File: config.mk
export PLATFORM = sky130hd
export DESIGN_NAME = rtf_html_deencapsulator
export DESIGN_NICKNAME = d
export VERILOG_FILES = /design/src/rtl/core/rhd_pkg.sv /design/src/rtl/core/rhd_front.sv /design/src/rtl/core/rhd_queue.sv /design/src/rtl/core/rhd_back.sv /design/src/rtl/core/rtf_html_deencapsulator.sv
export SDC_FILE = /design/constraint.sdc
export NUM_CORES = 1
export LEC_CHECK = 0
export BUFFER_PORTS_ARGS = -buffer_cell sky130_fd_sc_hd__buf_2
export CAP_MARGIN = 20
export CELL_PAD_IN_SITES_DETAIL_PLACEMENT = 0
export CELL_PAD_IN_SITES_GLOBAL_PLACEMENT = 1
export CORE_UTILIZATION = 30
export DETAILED_ROUTE_END_ITERATION = 10
export PLACE_DENSITY = 0.51
export SLEW_MARGIN = 20
export SYNTH_ARGS = -nofsm -noshare
export SYNTH_HDL_FRONTEND = slang
export SYNTH_SLANG_ARGS = --single-unit
File: constraint.sdc
create_clock -name clk -period 5.7 [get_ports clk]
set_input_delay 0 -clock clk [delete_from_list [all_inputs] [get_ports clk]]
set_output_delay 0 -clock clk [all_outputs]
set_load 0.01 [all_outputs]
File: src/rtl/core/rhd_pkg.sv
package rhd_pkg;

    // Parser modes.
    typedef enum logic [2:0] {
        MODE_TEXT = 3'd0,
        MODE_WORD = 3'd1,
        MODE_HEX1 = 3'd2,
        MODE_HEX2 = 3'd3,
        MODE_SKIP = 3'd4
    } rhd_mode_t;

    // Characters the parser reacts to.
    localparam logic [7:0] CH_NL     = 8'h0a;
    localparam logic [7:0] CH_SPACE  = 8'h20;
    localparam logic [7:0] CH_QUOTE  = 8'h27;
    localparam logic [7:0] CH_MINUS  = 8'h2d;
    localparam logic [7:0] CH_ZERO   = 8'h30;
    localparam logic [7:0] CH_NINE   = 8'h39;
    localparam logic [7:0] CH_SEMI   = 8'h3b;
    localparam logic [7:0] CH_UP_A   = 8'h41;
    localparam logic [7:0] CH_UP_Z   = 8'h5a;
    localparam logic [7:0] CH_BSLASH = 8'h5c;
    localparam logic [7:0] CH_LO_A   = 8'h61;
    localparam logic [7:0] CH_LO_Z   = 8'h7a;
    localparam logic [7:0] CH_LBRACE = 8'h7b;
    localparam logic [7:0] CH_RBRACE = 8'h7d;

    // Offset that maps a lowercase hex letter to its value.
    localparam logic [7:0] HEX_LO_OFS = 8'h57;

    // Control words, first character in the top byte.
    localparam logic [55:0] KW_HTMLRTF = "htmlrtf";
    localparam logic [23:0] KW_PAR     = "par";
    localparam logic [23:0] KW_TAB     = "tab";

    // Number of word characters kept for keyword matching.
    localparam int PREFIX_LEN = 8;

    // Result queue between the parser and the output side.
    localparam int Q_DEPTH = 4;
    localparam int Q_PTR_W = 2;
    localparam int Q_CNT_W = 3;

    // One queue entry: the results caused by one input byte.
    typedef struct packed {
        logic       two;
        logic [7:0] first;
        logic [7:0] second;
    } rhd_rec_t;

endpackage

File: src/rtl/core/rhd_front.sv
module rhd_front #(
    parameter int WORD_MAX    = 63,
    parameter int DEPTH_WIDTH = 16
) (
    input  logic            clk,
    input  logic            rst_n,
    input  logic            accept,
    input  logic [7:0]      in_byte,
    output logic            rec_valid,
    output rhd_pkg::rhd_rec_t rec
);

    localparam int LEN_W = $clog2(WORD_MAX + 1);

    rhd_pkg::rhd_mode_t     mode_reg, mode_next;
    logic [LEN_W-1:0]       len_reg, len_next;
    logic [7:0]             hex_reg, hex_next;
    logic [DEPTH_WIDTH-1:0] depth_reg, depth_next;
    logic                   sup_reg, sup_next;
    logic                   nl_reg, nl_next;
    logic [7:0]             prefix_reg [rhd_pkg::PREFIX_LEN];

    logic                   is_word_char;
    logic                   pre_we;
    logic                   nl_emit;
    logic                   tx_emit;
    logic                   tb_en;
    logic [7:0]             tb_byte;
    logic [7:0]             digit;
    logic [7:0]             hex_val;
    logic [DEPTH_WIDTH-1:0] depth_dec;
    logic                   kw_htmlrtf;
    logic                   kw_par;
    logic                   kw_tab;

    // Character classes, keyword matches on the stored word prefix, hex digit values and the depth decrement.
    always_comb
    begin
        is_word_char = (in_byte >= rhd_pkg::CH_UP_A && in_byte <= rhd_pkg::CH_UP_Z)
                    || (in_byte >= rhd_pkg::CH_LO_A && in_byte <= rhd_pkg::CH_LO_Z)
                    || (in_byte >= rhd_pkg::CH_ZERO && in_byte <= rhd_pkg::CH_NINE)
                    || (in_byte == rhd_pkg::CH_MINUS);
        kw_htmlrtf = (len_reg >= LEN_W'(7))
                  && ({prefix_reg[0], prefix_reg[1], prefix_reg[2], prefix_reg[3],
                       prefix_reg[4], prefix_reg[5], prefix_reg[6]} == rhd_pkg::KW_HTMLRTF);
        kw_par = (len_reg == LEN_W'(3))
              && ({prefix_reg[0], prefix_reg[1], prefix_reg[2]} == rhd_pkg::KW_PAR);
        kw_tab = (len_reg == LEN_W'(3))
              && ({prefix_reg[0], prefix_reg[1], prefix_reg[2]} == rhd_pkg::KW_TAB);
        digit = (in_byte >= rhd_pkg::CH_LO_A) ? (in_byte - rhd_pkg::HEX_LO_OFS)
                                              : (in_byte - rhd_pkg::CH_ZERO);
        hex_val = {hex_reg[3:0], 4'b0000} + digit;
        depth_dec = (depth_reg != '0) ? (depth_reg - 1'b1) : depth_reg;
    end

    // Mode handling, then the plain-byte path that a text byte, a word delimiter
    // or a decoded hex byte may feed.
    always_comb
    begin
        mode_next  = mode_reg;
        len_next   = len_reg;
        hex_next   = hex_reg;
        depth_next = depth_reg;
        sup_next   = sup_reg;
        nl_next    = nl_reg;
        pre_we     = 1'b0;
        nl_emit    = 1'b0;
        tx_emit    = 1'b0;
        tb_en      = 1'b0;
        tb_byte    = in_byte;

        case (mode_reg)
            rhd_pkg::MODE_WORD:
            begin
                if (is_word_char)
                begin
                    if (len_reg < LEN_W'(WORD_MAX))
                    begin
                        pre_we   = (len_reg < LEN_W'(rhd_pkg::PREFIX_LEN));
                        len_next = len_reg + 1'b1;
                    end
                end
                else if (len_reg == '0)
                begin
                    mode_next = (in_byte == rhd_pkg::CH_QUOTE) ? rhd_pkg::MODE_HEX1
                                                               : rhd_pkg::MODE_TEXT;
                end
                else
                begin
                    mode_next = rhd_pkg::MODE_TEXT;
                    if (in_byte == rhd_pkg::CH_LBRACE)
                    begin
                        mode_next  = rhd_pkg::MODE_SKIP;
                        depth_next = DEPTH_WIDTH'(1);
                    end
                    else if (in_byte != rhd_pkg::CH_SPACE && in_byte != rhd_pkg::CH_SEMI)
                    begin
                        tb_en = 1'b1;
                    end
                    if (kw_htmlrtf)
                    begin
                        sup_next = !((len_reg >= LEN_W'(8)) && (prefix_reg[7] == rhd_pkg::CH_ZERO));
                    end
                    else if (kw_par)
                    begin
                        nl_emit = !nl_reg;
                        nl_next = 1'b1;
                    end
                    else if (kw_tab)
                    begin
                        tb_en = 1'b0;
                    end
                    len_next = '0;
                end
            end
            rhd_pkg::MODE_HEX1:
            begin
                hex_next  = digit;
                mode_next = rhd_pkg::MODE_HEX2;
            end
            rhd_pkg::MODE_HEX2:
            begin
                mode_next = rhd_pkg::MODE_TEXT;
                tb_byte   = hex_val;
                tb_en     = (hex_val != 8'h00);
            end
            rhd_pkg::MODE_SKIP:
            begin
                if (in_byte == rhd_pkg::CH_LBRACE)
                begin
                    if (depth_reg != '1)
                    begin
                        depth_next = depth_reg + 1'b1;
                    end
                end
                else if (in_byte == rhd_pkg::CH_RBRACE)
                begin
                    depth_next = depth_dec;
                    if (depth_dec == '0)
                    begin
                        mode_next = rhd_pkg::MODE_TEXT;
                    end
                end
            end
            default:
            begin
                tb_en = 1'b1;
            end
        endcase

        // Plain byte: a backslash opens a word, braces vanish, and printable
        // bytes pass unless suppressed.
        if (tb_en)
        begin
            mode_next = rhd_pkg::MODE_TEXT;
            if (tb_byte == rhd_pkg::CH_BSLASH)
            begin
                mode_next = rhd_pkg::MODE_WORD;
                len_next  = '0;
            end
            else if (tb_byte == rhd_pkg::CH_LBRACE || tb_byte == rhd_pkg::CH_RBRACE)
            begin
                tx_emit = 1'b0;
            end
            else if (!sup_next && tb_byte >= rhd_pkg::CH_SPACE)
            begin
                tx_emit = 1'b1;
                nl_next = 1'b0;
            end
        end
    end

    // Result record for the queue; a paragraph newline goes before the text byte.
    always_comb
    begin
        rec_valid  = nl_emit | tx_emit;
        rec.two    = nl_emit & tx_emit;
        rec.first  = nl_emit ? rhd_pkg::CH_NL : tb_byte;
        rec.second = tb_byte;
    end

    // Parser state.
    always_ff @(posedge clk or negedge rst_n)
    begin
        if (!rst_n)
        begin
            mode_reg  <= rhd_pkg::MODE_TEXT;
            len_reg   <= '0;
            hex_reg   <= '0;
            depth_reg <= '0;
            sup_reg   <= 1'b0;
            nl_reg    <= 1'b1;
        end
        else if (accept)
        begin
            mode_reg  <= mode_next;
            len_reg   <= len_next;
            hex_reg   <= hex_next;
            depth_reg <= depth_next;
            sup_reg   <= sup_next;
            nl_reg    <= nl_next;
        end
    end

    // Word prefix store; entries are only read below the word length.
    always_ff @(posedge clk)
    begin
        if (accept && pre_we)
        begin
            prefix_reg[len_reg[2:0]] <= in_byte;
        end
    end

`ifndef NO_ASSERTIONS
    // A skipped group always has an open brace to wait for.
    a_skip_depth: assert property (@(posedge clk) disable iff (!rst_n)
        mode_reg == rhd_pkg::MODE_SKIP |-> depth_reg != '0)
        else $error("group skip with zero depth");

    // Two results only come from a paragraph break followed by text.
    a_two_needs_nl: assert property (@(posedge clk) disable iff (!rst_n)
        rec.two |-> mode_reg == rhd_pkg::MODE_WORD && rec.first == rhd_pkg::CH_NL)
        else $error("double result outside a control word");
`endif

endmodule

File: src/rtl/core/rhd_queue.sv
module rhd_queue (
    input  logic              clk,
    input  logic              rst_n,
    input  logic              wr_en,
    input  rhd_pkg::rhd_rec_t wr_rec,
    input  logic              rd_en,
    output rhd_pkg::rhd_rec_t rd_rec,
    output logic              q_empty,
    output logic              q_full
);

    rhd_pkg::rhd_rec_t             mem [rhd_pkg::Q_DEPTH];
    logic [rhd_pkg::Q_PTR_W-1:0]   wptr_reg, wptr_next;
    logic [rhd_pkg::Q_PTR_W-1:0]   rptr_reg, rptr_next;
    logic [rhd_pkg::Q_CNT_W-1:0]   cnt_reg, cnt_next;

    // Pointer and occupancy update.
    always_comb
    begin
        wptr_next = wr_en ? wptr_reg + 1'b1 : wptr_reg;
        rptr_next = rd_en ? rptr_reg + 1'b1 : rptr_reg;
        cnt_next  = cnt_reg + rhd_pkg::Q_CNT_W'(wr_en) - rhd_pkg::Q_CNT_W'(rd_en);
        q_empty   = (cnt_reg == '0);
        q_full    = (cnt_reg == rhd_pkg::Q_CNT_W'(rhd_pkg::Q_DEPTH));
        rd_rec    = mem[rptr_reg];
    end

    always_ff @(posedge clk or negedge rst_n)
    begin
        if (!rst_n)
        begin
            wptr_reg <= '0;
            rptr_reg <= '0;
            cnt_reg  <= '0;
        end
        else
        begin
            wptr_reg <= wptr_next;
            rptr_reg <= rptr_next;
            cnt_reg  <= cnt_next;
        end
    end

    // Entry storage.
    always_ff @(posedge clk)
    begin
        if (wr_en)
        begin
            mem[wptr_reg] <= wr_rec;
        end
    end

`ifndef NO_ASSERTIONS
    a_no_overflow: assert property (@(posedge clk) disable iff (!rst_n)
        wr_en |-> !q_full)
        else $error("write into a full result queue");

    a_no_underflow: assert property (@(posedge clk) disable iff (!rst_n)
        rd_en |-> !q_empty)
        else $error("read from an empty result queue");
`endif

endmodule

File: src/rtl/core/rhd_back.sv
module rhd_back (
    input  logic              clk,
    input  logic              rst_n,
    input  rhd_pkg::rhd_rec_t head,
    input  logic              q_empty,
    input  logic              pop,
    output logic              rd_en,
    output logic              empty,
    output logic [7:0]        out_byte,
    output logic              last_of_run
);

    logic phase_reg, phase_next;
    logic take;

    // Present the head entry one beat at a time; release it after its last beat.
    always_comb
    begin
        empty       = q_empty;
        take        = pop && !q_empty;
        out_byte    = phase_reg ? head.second : head.first;
        last_of_run = phase_reg || !head.two;
        rd_en       = take && last_of_run;
        phase_next  = phase_reg;
        if (take)
        begin
            phase_next = !last_of_run;
        end
    end

    always_ff @(posedge clk or negedge rst_n)
    begin
        if (!rst_n)
        begin
            phase_reg <= 1'b0;
        end
        else
        begin
            phase_reg <= phase_next;
        end
    end

`ifndef NO_ASSERTIONS
    // The second beat is only pending on a two-beat entry still in the queue.
    a_phase_valid: assert property (@(posedge clk) disable iff (!rst_n)
        phase_reg |-> !q_empty && head.two)
        else $error("second beat without a two-beat entry");
`endif

endmodule

File: src/rtl/core/rtf_html_deencapsulator.sv
// Extracts HTML from an RTF stream that encapsulates it. One RTF byte may be
// pushed every clock cycle when not full; the parser handles it in that same
// cycle and, if it yields output, stores one entry of one or two HTML bytes
// in a four-entry result queue. The result side hands out one byte per pop,
// so a byte that yields a paragraph newline and a text byte needs two pops;
// last_of_run marks the final byte caused by one input byte. full rises only
// when the result queue holds four unread entries, so input stalls follow
// output stalls by at most four input bytes that produce results. Control
// words keep their first eight characters for keyword matching and count up
// to WORD_MAX characters; skipped groups nest up to 2**DEPTH_WIDTH - 1 levels.
module rtf_html_deencapsulator #(
    parameter int WORD_MAX    = 63,
    parameter int DEPTH_WIDTH = 16
) (
    input  logic       clk,
    input  logic       rst_n,
    input  logic       push,
    output logic       full,
    input  logic [7:0] in_byte,
    output logic       empty,
    input  logic       pop,
    output logic [7:0] out_byte,
    output logic       last_of_run
);

    logic              accept;
    logic              rec_valid;
    rhd_pkg::rhd_rec_t rec;
    rhd_pkg::rhd_rec_t head;
    logic              q_empty;
    logic              q_full;
    logic              rd_en;

    // An input beat is taken whenever the queue has room.
    assign accept = push && !q_full;
    assign full   = q_full;

    rhd_front #(
        .WORD_MAX    (WORD_MAX),
        .DEPTH_WIDTH (DEPTH_WIDTH)
    ) u_front (
        .clk       (clk),
        .rst_n     (rst_n),
        .accept    (accept),
        .in_byte   (in_byte),
        .rec_valid (rec_valid),
        .rec       (rec)
    );

    rhd_queue u_queue (
        .clk     (clk),
        .rst_n   (rst_n),
        .wr_en   (accept && rec_valid),
        .wr_rec  (rec),
        .rd_en   (rd_en),
        .rd_rec  (head),
        .q_empty (q_empty),
        .q_full  (q_full)
    );

    rhd_back u_back (
        .clk         (clk),
        .rst_n       (rst_n),
        .head        (head),
        .q_empty     (q_empty),
        .pop         (pop),
        .rd_en       (rd_en),
        .empty       (empty),
        .out_byte    (out_byte),
        .last_of_run (last_of_run)
    );

endmodule
### Yosys cells after proc, flatten, opt, wreduce, memory -nomap -nowiden

Memory sizes are Yosys's and may differ from the RTL's.
Index checks and enable logic that the tools add are counted.

* bits in registers: 39
* bits in writable memories: 132
* input port bits: 12
* output and inout bits: 11
* word-level logic and storage cells: 166
* memories: 2

* add/subtract/negate cells: 10
* $lt $le $gt $ge: 11
* eq/ne operators: 29
* mux-type cells: 65
* bitwise operators: 2
* reduce and logical (&&, ||, !) cells: 37

Memory list
* u_queue.mem: depth 4, bits a word 17, read ports 1, clocked after memory_dff 0, wr ports 1, RTL line rhd_queue.sv:12 `rhd_pkg::rhd_rec_t mem [rhd_pkg::Q_DEPTH];`
* u_front.prefix_reg: depth 8, bits a word 8, read ports 8, clocked after memory_dff 0, wr ports 1, RTL line rhd_front.sv:21 `logic [7:0] prefix_reg [rhd_pkg::PREFIX_LEN];`

Operators with widths (number)
* 16-bit 2-to-1 mux: 7
* 56-bit by 55-bit equality test with 1-bit output, second input constant: 1
* 24-bit by 23-bit equality test with 1-bit output, second input constant: 2
* 8-bit by 7-bit equality test with 1-bit output, second input constant: 5
* 1-bit 2-to-1 mux: 37
* 6-bit 2-to-1 mux: 6
* 8-bit 2-to-1 mux: 4
* 16-bit case mux with 2 select lines: 1
* 8-bit by 6-bit equality test with 1-bit output, second input constant: 3
* 3-bit 2-to-1 mux: 7
* 16-bit by 1-bit adder with 16-bit output, second input constant: 1
* 8-bit by 6-bit >= comparator with 1-bit output, second input constant: 2
* 8-bit by 7-bit >= comparator with 1-bit output, second input constant: 2
* 8-bit by 7-bit less-or-equal comparator with 1-bit output, second input constant: 2
* 16-bit logical NOT: 1
* 16-bit inequality test, second input constant: 1
* 8-bit by 6-bit inequality test with 1-bit output, second input constant: 2
* 16-bit nonzero test: 1
* 16-bit by 1-bit subtractor with 16-bit output, second input constant: 1
* 1-bit logical AND: 14
* 3-bit case mux with 4 select lines: 1
* 3-bit by 1-bit inequality test with 1-bit output, second input constant: 3
* 8-bit adder: 1
* 8-bit by 6-bit less-or-equal comparator with 1-bit output, second input constant: 1
* other kinds (33): 48

### Depth between registers and ports, before layout

An unclocked memory read counts as a cell.

* depth after elaboration: 18
* gate-level depth with buffers: 24

### By module

A second synthesis with hierarchy kept.

* cells, all modules: 713
* area total of the unflattened synthesis: 8826.0 µm²

By module, submodules not included
* rhd_front: instances 1, cells each 572, area each 5721.7 µm²
* rhd_queue: instances 1, cells each 123, area each 2885.3 µm²
* rhd_back: instances 1, cells each 16, area each 203.9 µm²
* rtf_html_deencapsulator: instances 1, cells each 2, area each 15.0 µm²

### Worst setup path before layout

OpenSTA, ideal clock, no wires.

* path type: input -> register
* start point: input port in_byte[1]
* end point: register u_queue.cnt_reg[2] in the netlist's numbering
* setup time: 0.123 ns
* arrival: 4.175 ns
* required time: 5.577 ns
* path slack: 1.403 ns
* stages on the path: 24
* path buffers: 2
* cells stage by stage: buf_2 > inv_1 > ha_1 > nor4b_4 > o21a_1 > clkbuf_1 > nor2_1 > xnor2_1 > ha_1 > inv_1 > fa_1 > inv_1 > a21boi_0 > inv_1 > nor3_1 > o2bb2ai_1 > a211oi_1 > a21oi_1 > nand2b_1 > ha_1 > inv_1 > ha_1 > fa_1 > xnor2_1

RTL lines
* start: declaration: RTL line rtf_html_deencapsulator.sv:19 `input logic [7:0] in_byte,`
* end signal: assignment: RTL line rhd_queue.sv:40 `cnt_reg <= cnt_next;`
* end: declaration: RTL line rhd_queue.sv:15 `logic [rhd_pkg::Q_CNT_W-1:0] cnt_reg, cnt_next;`

==> impl_results.md <==
- Status: completed
- Worst skew pair latency: 0.43 ns
- Routed Antenna Nets: 0
- Peak supply drop: 0.186 mV
- Reg2reg path depth: 12
- Post-synth cell types: a little under 80
- Flop2flop setup slack: approximately 1.8 ns
- TritonRoute pass-1 iters: 4
- Top post-synthesis cells by area: edfxtp_1, dfrtp_1, mux4_2, ha_1, nand2_1
- First-pass GRT wire length: 34700 um
- Critical path capture point type: flop
- HP Class: in -> reg
- Worst-path cell with the longest stage delay: dlygate4sd3_1
- Crit path max fanout: 15
- Post-synth EDFFs: approximately 130
- Post-synth top flop: edfxtp_1
- Top-count cell post-synth: edfxtp_1
- Top Usage Layer GRT: met2
- RSZ-0062 raised after global routing: false
- P&R area growth vs syn: 13.7%
- Setup Skew: between 0.015 and 0.02 ns
- CP Cell Sequence: dlygate4sd3_1 > buf_2 > ha_1 > a21oi_1 > o21a_1 > nor2_1 > xnor2_1 > ha_1 > inv_1 > fa_1 > inv_1 > a21boi_0 > inv_1 > nor3_1 > o2bb2ai_1 > a211oi_1 > a21oi_1 > nand2b_1 > ha_1 > inv_1 > ha_1 > fa_1 > xnor2_1
- Met3 global-route usage: 0.0222
- Share of the synthesized area in the top cell type: 0.455
- Routed len/inst: 19.1 um
- Yosys Warn Count: 0
- H-Tree Depth: 4
- Sequential cell area: just under 0.005 sq mm
- R2R Path Start: u_front.len_reg[1]
- Fraction of final layout cells sized beyond drive strength 1: 0.145
- Antenna cell count: 0
- Post-DP HPWL: 15100 um
- Core area: 0.0286 sq mm
- Clock transition at path regs: 0.09 ns
- Synthesized flop and latch total: 171
- Cts repair resizes: 0
- Initial DRC count: 294
- Worst Setup SP: in_byte[5]
- Peak Freq: 0.210 GHz
- Total Neg Setup Slack: 0 ns
- Max Slew Vio Count: 0
- Hold Vio Cnt, Final: 0
- Final WL: 21800 um
- Final setup violation count: 0
- Clock Sinks: 171
- Number of global-route vias before repair: 6009
- WP buf/inv: 6
- DIE AREA: 0.0297 sq mm
- CTS buffer count: 17
- Worst path required time: ~6 ns
- Critical path type: in -> reg
- Stages on the worst setup path: 23
- Seq/Total Area, Yosys: 0.567
- Layout Cells excl Fill: 1142
- Worst-case clock buffer depth: 2
- Met1 global-route usage: 0.208
- Via count: 5795
- Final nets: between 700 and 800
- Fill cells: 2840
- Syn Inst Count: 723
- Gpl congestion: 0.830
- Critical Path Start Type: primary input
- Leakage: 3.49 nW
- DRC Markers: 0
- Fraction of registers with async set/reset: 0.228
- Initial antenna violation count: 0
- Port buffer count: 22
- Initial Utilization: 0.304
- Period utilization: 0.835
- Multi-input gate area: 0.00353 sq mm
- Met2 usage: 0.264
- Placed insts: 1107
- I/O pin cnt: 23
- Largest register FFs: 68
- Setup Fix Bufs, Post-CTS: 0
- Num rows: 62
- Syn_nets: 761
- HP Start: in_byte[4]
- Largest net degree at the start of global routing: 40
- Worst path arrival time: around 5 ns
- Pwr dens: roughly 330 mW/mm^2
- Slowest stage delay, CP: 0.53 ns
- Worst Tran Pin Value: 0.912 ns
- CTS tree: built
- Area leader, netlist: edfxtp_1
- Maxcap violations: 0
- Max_slew headroom: 0.386
- Die Span Y: 172 um
- Total gr overflow: 0
- Post-Syn Area: 0.00871 sq mm
- CTS root buffer: clkbuf_16
- End of the critical path: u_queue.cnt_reg[2]
- Synth cell count leaders: edfxtp_1, nand2_1, nor2_1
- Syn avg cell area: approximately 12 sq um
- Min Tclk post-route: ~4.8 ns
- Crit-path leading delay family: adder cells
- Worst reg2reg path endpoint: u_queue.cnt_reg[2]
- Via density: 5.07
- GRT Total Usage: 0.157
- Die X-Extent: 172 um
## layout by cell type, fill, tap and decap left out, types with 16 or more instances in the layout
cell type	n
edfxtp_1	132
nand2_1	60
nor2_1	56
o21ai_0	44
dfrtp_1	38
inv_1	25
ha_1	24
a21oi_1	21
buf_2	21
nor3_1	20
mux4_2	17
clkbuf_16	17
nand2b_1	16
## power by group
part / total, mW / switching [mW] / internal (mW)
Clock: 1.20 / 0.597 / 0.606
Sequential: 1.47 / 0.0798 / 1.39
Combinational: 0.638 / 0.333 / 0.305
Total: 3.32 / 1.01 / 2.31
## routing by layer
metal	up-vias	wire length, um
li1	2803	-
met2	93	10400
met3	21	555
met1	2878	10500
met4	0	329
met5	-	0
## worst min-delay path by stage
stage / depth (start not counted) / end
after floorplan: 0 / u_back.phase_reg
after global placement: 1 / u_front.depth_reg[12]
after detailed placement: 1 / u_front.depth_reg[12]
after CTS: 1 / u_front.prefix_reg[4][4]
after global routing: 1 / u_front.prefix_reg[4][4]
final: 1 / u_front.prefix_reg[4][4]
## stage by stage
step | setup slack [ns] | hold slack (ns) | cell area [sq um] | power [mW] | util
floorplan | 1.40 | -0.296 | 8710 | 1.94 | -
global placement | 0.988 | 0.243 | 9250 | 2.14 | 0.323
detailed placement | 0.822 | 0.251 | 9250 | 2.15 | 0.323
CTS | 0.920 | 0.00572 | 9910 | 3.37 | 0.346
global route | 0.465 | 0.00635 | 9910 | 3.48 | 0.346
finish | 0.940 | 0.0196 | 9910 | 3.32 | 0.346
## layout make-up
| cell class | instances | share of cell area |
|---|---|---|
| Sequential cell | 171 | 0.499 |
| Multi-Input combinational cell | 492 | 0.356 |
| Tap cell | 384 | 0.0485 |
| Clock buffer | 17 | 0.0429 |
| Timing Repair Buffer | 38 | 0.0242 |
| Clock inverter | 15 | 0.0201 |
| Inverter | 25 | 0.00947 |
## cells by family (layout without fill, tap and decap cells)
group	count (synthesis)	count (layout)	synth area share
xor+xnor	21	21	0.0211
mux	26	26	0.0554
simple gates	268	268	0.174
flops	171	171	0.567
compound gates	151	151	0.115
fa+ha+maj	26	26	0.0391
buf+inv	60	95	0.0281
## timing repair
action                                  CTS  global route
endpoints found under the setup margin    0             0
hold endpoints to repair                 47             0
hold buffers                              3             0
Power figures use the tool's default switching activity.
